$ cat src/rtl/assert_macros.svh
// Assertion macros shared by the RTL that checks itself.
// No dependencies; include by bare file name.
`ifndef ASSERT_MACROS_SVH
`define ASSERT_MACROS_SVH

// Property holds at every rising edge outside reset.
`define ASSERT_ALWAYS(label, clk, rst_n, prop) \
    label: assert property (@(posedge clk) disable iff (!rst_n) (prop)) \
        else $error("assertion failed: invariant violated");

// Antecedent at an edge implies consequent at the same edge.
`define ASSERT_IMPLIES(label, clk, rst_n, ante, cons) \
    label: assert property (@(posedge clk) disable iff (!rst_n) (ante) |-> (cons)) \
        else $error("assertion failed: implication violated");

`endif

$ cat src/rtl/firc_pkg.sv
// Shared types and codes for the circular-buffer FIR filter.
// No dependencies; used by firc_ctrl, firc_datapath and the top level.
package firc_pkg;

    // Input item command codes
    localparam logic CMD_FILTER = 1'b0;
    localparam logic CMD_COEF   = 1'b1;

    typedef enum logic [2:0] {
        ST_CLEAR,
        ST_IDLE,
        ST_MAC,
        ST_DRAIN,
        ST_ROUND,
        ST_EMIT
    } firc_state_t;

    // Controller to datapath
    typedef struct packed {
        logic clear_step;
        logic start_sample;
        logic write_coef;
        logic issue;
        logic round;
        logic emit;
    } firc_cmd_t;

    // Datapath to controller
    typedef struct packed {
        logic clear_last;
        logic issue_last;
        logic pipe_empty;
        logic out_free;
    } firc_status_t;

endpackage

$ cat src/rtl/firc_ctrl.sv
// Sequencer of the FIR filter: clearing pass, tap loop, drain, rounding, output load.
// Depends on firc_pkg.
module firc_ctrl (
    input  logic                  clk,
    input  logic                  rst_n,
    input  logic                  in_valid,
    input  logic                  command,
    input  firc_pkg::firc_status_t status,
    output logic                  in_stall,
    output firc_pkg::firc_cmd_t   cmd
);

    firc_pkg::firc_state_t state_reg;
    firc_pkg::firc_state_t state_next;

    // State register
    always_ff @(posedge clk or negedge rst_n)
    begin
        if (!rst_n)
        begin
            state_reg <= firc_pkg::ST_CLEAR;
        end
        else
        begin
            state_reg <= state_next;
        end
    end

    // Next state and commands
    always_comb
    begin
        state_next = state_reg;
        cmd        = '0;
        in_stall   = 1'b1;
        unique case (state_reg)
            firc_pkg::ST_CLEAR:
            begin
                cmd.clear_step = 1'b1;
                if (status.clear_last)
                begin
                    state_next = firc_pkg::ST_IDLE;
                end
            end
            firc_pkg::ST_IDLE:
            begin
                in_stall = 1'b0;
                if (in_valid)
                begin
                    if (command == firc_pkg::CMD_COEF)
                    begin
                        cmd.write_coef = 1'b1;
                    end
                    else
                    begin
                        cmd.start_sample = 1'b1;
                        state_next       = firc_pkg::ST_MAC;
                    end
                end
            end
            firc_pkg::ST_MAC:
            begin
                cmd.issue = 1'b1;
                if (status.issue_last)
                begin
                    state_next = firc_pkg::ST_DRAIN;
                end
            end
            firc_pkg::ST_DRAIN:
            begin
                if (status.pipe_empty)
                begin
                    state_next = firc_pkg::ST_ROUND;
                end
            end
            firc_pkg::ST_ROUND:
            begin
                cmd.round  = 1'b1;
                state_next = firc_pkg::ST_EMIT;
            end
            firc_pkg::ST_EMIT:
            begin
                // Hold until the output register is free
                if (status.out_free)
                begin
                    cmd.emit   = 1'b1;
                    state_next = firc_pkg::ST_IDLE;
                end
            end
            default:
            begin
                state_next = firc_pkg::ST_IDLE;
            end
        endcase
    end

endmodule

$ cat config.mk
export PLATFORM = sky130hd
export DESIGN_NAME = firc_ctrl
export DESIGN_NICKNAME = d
export VERILOG_FILES = /design/src/rtl/assert_macros.svh /design/src/rtl/firc_pkg.sv /design/src/rtl/firc_ctrl.sv
export SDC_FILE = /design/constraint.sdc
export NUM_CORES = 1
export LEC_CHECK = 0
export ABC_CLOCK_PERIOD_IN_PS = 1800
export BUFFER_PORTS_ARGS = -buffer_cell sky130_fd_sc_hd__buf_4
export CORE_AREA = 10 10 47 49
export CTS_CLUSTER_SIZE = 14
export DETAILED_ROUTE_END_ITERATION = 8
export DIE_AREA = 0 0 57 59
export GPL_TIMING_DRIVEN = 1
export PLACE_DENSITY = 0.45
export SLEW_MARGIN = 15
export SYNTH_ARGS = -nofsm -noshare
export SYNTH_HDL_FRONTEND = slang
export SYNTH_SLANG_ARGS = --single-unit
$ cat constraint.sdc
create_clock -name clk -period 1.8 [get_ports clk]
set_input_delay 0.45 -clock clk [delete_from_list [all_inputs] [get_ports clk]]
set_output_delay 0.45 -clock clk [all_outputs]
set_load 0.03 [all_outputs]
==> summary.txt <==
Status
  • Status: finished, violations left
  • Failing checks: setup timing

Critical path
  • CP required: about 1.4 ns
  • Type of the worst setup path: flop to output port
  • WP data arrival: around 1.4 ns
  • Cell family with most CP delay: simple AND/OR/NAND/NOR gates
  • CP Buf/Inv Count: 1
  • Worst reg-to-reg setup slack: about 0.75 ns
  • Crit path max fanout: 3
  • Slowest CP cell: or3b_4
  • Startpoint types: flop
  • Max stage delay on crit path: around 0.43 ns
  • Crit end category: output port
  • Crit path cell chain: or3b_4, nor3b_4, buf_6

Power and ir drop
  • Net Sw Frac: 43.9%
  • Leakage: around 0.19 nW
  • Int Pwr: 413 uW
  • Comb power frac: ~68%
  • Max IR drop VDD: 463 uV
  • Switching pwr: between 300 and 400 uW
  • PwrDens: between 1500 and 2000 nW/um2
  • Clock share of power: around 16%
  • Reg power frac: around 16%

Clocking
  • Post-CTS Setup Bufs: 0
  • Reg clk slew, reported paths: about 0.040 ns
  • Root Driver: clkbuf_4
  • CTS Buffer Depth: 2
  • Clk_lat worst skew: 0.23 ns
  • CTS Buf Count: 3
  • H-tree levels: 1
  • CTS tree: done
  • Sink Count: 3

Worst hold path
  • Worst hold path class: input pin to flop

Global routing
  • Initial antenna violation count: 0
  • Global Route met1 Usage: approximately 3.6%
  • GR Util met3: under 10%
  • GRT overflow: 0
  • GR peak layer: met2
  • Vias in the first global route: 300
  • GRT Util Overall: 4.66%
  • Grt met2 use: under 10%
  • Global-route wire length before repair: approximately 1200 um
  • Pin count of the biggest net entering global routing: 10

Synthesis
  • Synth Register Bits: 3
  • Register area share after synthesis: approximately a third
  • Synth Area per Inst: between 9 and 10 um2
  • Count of cell types in the netlist: 21
  • Mapped Cells: 25
  • Cell area after synthesis: between 200 and 250 um2
  • Synth warnings: 0
  • Syn_nets: 33

STA
  • RSZ-0062 raised after global routing: true
  • Fin crit share: 101%
  • Final Hold Vio Count: 0
  • Final setup margin: -0.0154 ns
  • Worst-margin pin slew: 0.197 ns
  • Fmax: 551 MHz
  • Min cycle time layout: roughly 1.8 ns
  • Clock skew: 0.00288 ns
  • Slew headroom: 86.9%
  • Setup violations, final: 1
  • Slew Limit Fails: 0
  • Setup TNS: -0.0154 ns

Drt
  • TritonRoute pass-1 iters: 4
  • Initial DRC count: 4
  • Post-route ant nets: 0
  • Drt wl/cell: ~12 um
  • DR vias/cell: 4.30
  • Via count: about 260
  • DR DRC count: 0
  • Routed WL: about 720 um

Cells and area
  • N_diodes: 0
  • Nets: 54
  • Core Util, Final: 29.6%
  • Share of layout cells above drive strength 1: 53.3%
  • Max reg flops: 3
  • Area grow syn2layout: 75.1%
  • Fill count: 160
  • Most frequent cells in the layout: buf_4 (16), clkbuf_4 (3), dfrtp_1 (3), nor3b_1 (2)
  • Commonest non-fill, non-tap cell in the layout: buf_4

Die
  • Die height: 59 um
  • Row count: 14
  • Core area: about 1400 um2
  • Starting Density: between 10% and 20%
  • Die width: around 57 um
  • Die ar.: approximately 3400 um2
  • I/O pins: 15

Placed design
  • GP Congestion: between 0.6 and 0.7
  • Number of buffer cells added on primary ports: 14
  • Half-perimeter wire length after placement: ~590 um
  • Pre-CTS setup slack: around 0.21 ns

Flow run
  • Max Cap Viol: 0
## metal layers
layer  up-vias  share of wire, %
li1        129                 -
met1       123                38
met2         8                55
met3         2               4.7
met4         0               2.4
met5         -                 0
## repair_timing
| action | in CTS | in global routing |
|---|---|---|
| hold endpoints to repair | 3 | 0 |
| setup endpoints to repair | 1 | 1 |
| gates resized for setup | 1 | 0 |
| hold buffers | 1 | 0 |
| pin swaps | 0 | 0 |
## Yosys cell counts
cell | n | area (um2)
o21ai_0 | 1 | 5.00
o221ai_1 | 1 | 8.76
buf_6 | 1 | 11.3
a31oi_1 | 1 | 6.26
nor3b_2 | 1 | 12.5
a21bo_2 | 1 | 10.0
buf_4 | 1 | 7.51
mux2i_1 | 1 | 10.0
nor3b_1 | 2 | 15.0
inv_1 | 1 | 3.75
nand2b_1 | 1 | 6.26
and3b_1 | 1 | 8.76
o21a_1 | 1 | 7.51
nor2b_1 | 1 | 6.26
dfrtp_1 | 3 | 75.1
nor2_1 | 2 | 7.51
nor3_1 | 1 | 5.00
nand4b_1 | 1 | 8.76
nand2_1 | 1 | 3.75
and2_1 | 1 | 6.26
or3b_4 | 1 | 11.3
## logic make-up (layout without fill, tap and decap cells)
logic type             count (synthesis)  after routing  synth area share (%)
DFF                                    3              3                  31.7
buffers and inverters                  3             23                  9.52
AOI/OAI and AO/OA                      5              5                  15.9
and+or+nand+nor                       13             13                  38.6
muxes                                  1              1                  4.23
## worst register-to-register path, delay by kind of cell, from the launching register on
family	cells	cell delay [ns]
flops	1	0.36
simple gates	1	0.21
buf+inv	1	0.16
compound gates	1	0.16
## cell type report
type | instances | area (um2) | area share (%)
Inverter | 1 | 3.75 | 0.906
Clock buffer | 4 | 26.3 | 6.34
Timing Repair Buffer | 18 | 141 | 34.1
Multi-Input combinational cell | 19 | 148 | 35.6
Sequential cell | 3 | 75.1 | 18.1
Tap cell | 16 | 20.0 | 4.83
## final timing paths
| check | depth (start not counted) | end | from |
|---|---|---|---|
| hold / removal | 3 | state_reg[2]$_DFFE_PN0P_ | status[1] |
| hold reg to reg | 3 | state_reg[0]$_DFFE_PN0P_ | state_reg[2]$_DFFE_PN0P_ |
| setup / recovery | 3 | cmd[4] | state_reg[1]$_DFFE_PN0P_ |
| setup reg to reg | 3 | state_reg[0]$_DFFE_PN0P_ | state_reg[1]$_DFFE_PN0P_ |
| max in group asynchronous | 2 | state_reg[0]$_DFFE_PN0P_ | rst_n |
| min in group asynchronous | 2 | state_reg[1]$_DFFE_PN0P_ | rst_n |
## metrics by stage
| stage | power, mW | instance area [um2] | hold slack (ns) | std cells |
|---|---|---|---|---|
| 2_1_floorplan | 0.471 | 245 | 0.154 | 25 |
| 3_3_place_gp | 0.621 | 374 | 0.241 | 56 |
| 3_5_place_dp | 0.625 | 374 | 0.241 | 56 |
| 4_1_cts | 0.754 | 414 | 0.509 | 61 |
| 5_1_grt | 0.784 | 414 | 0.525 | 61 |
| 6_report | 0.737 | 414 | 0.510 | 61 |
## power groups by stage
stage | sequential [mW] | combinational (mW) | clock [mW]
after floorplan | 0.123 | 0.348 | 0
after global placement | 0.120 | 0.501 | 0
after detailed placement | 0.121 | 0.504 | 0
after CTS | 0.121 | 0.511 | 0.122
after global routing | 0.124 | 0.536 | 0.125
final | 0.119 | 0.501 | 0.117
No activity file was read; power rests on OpenSTA's default activity.
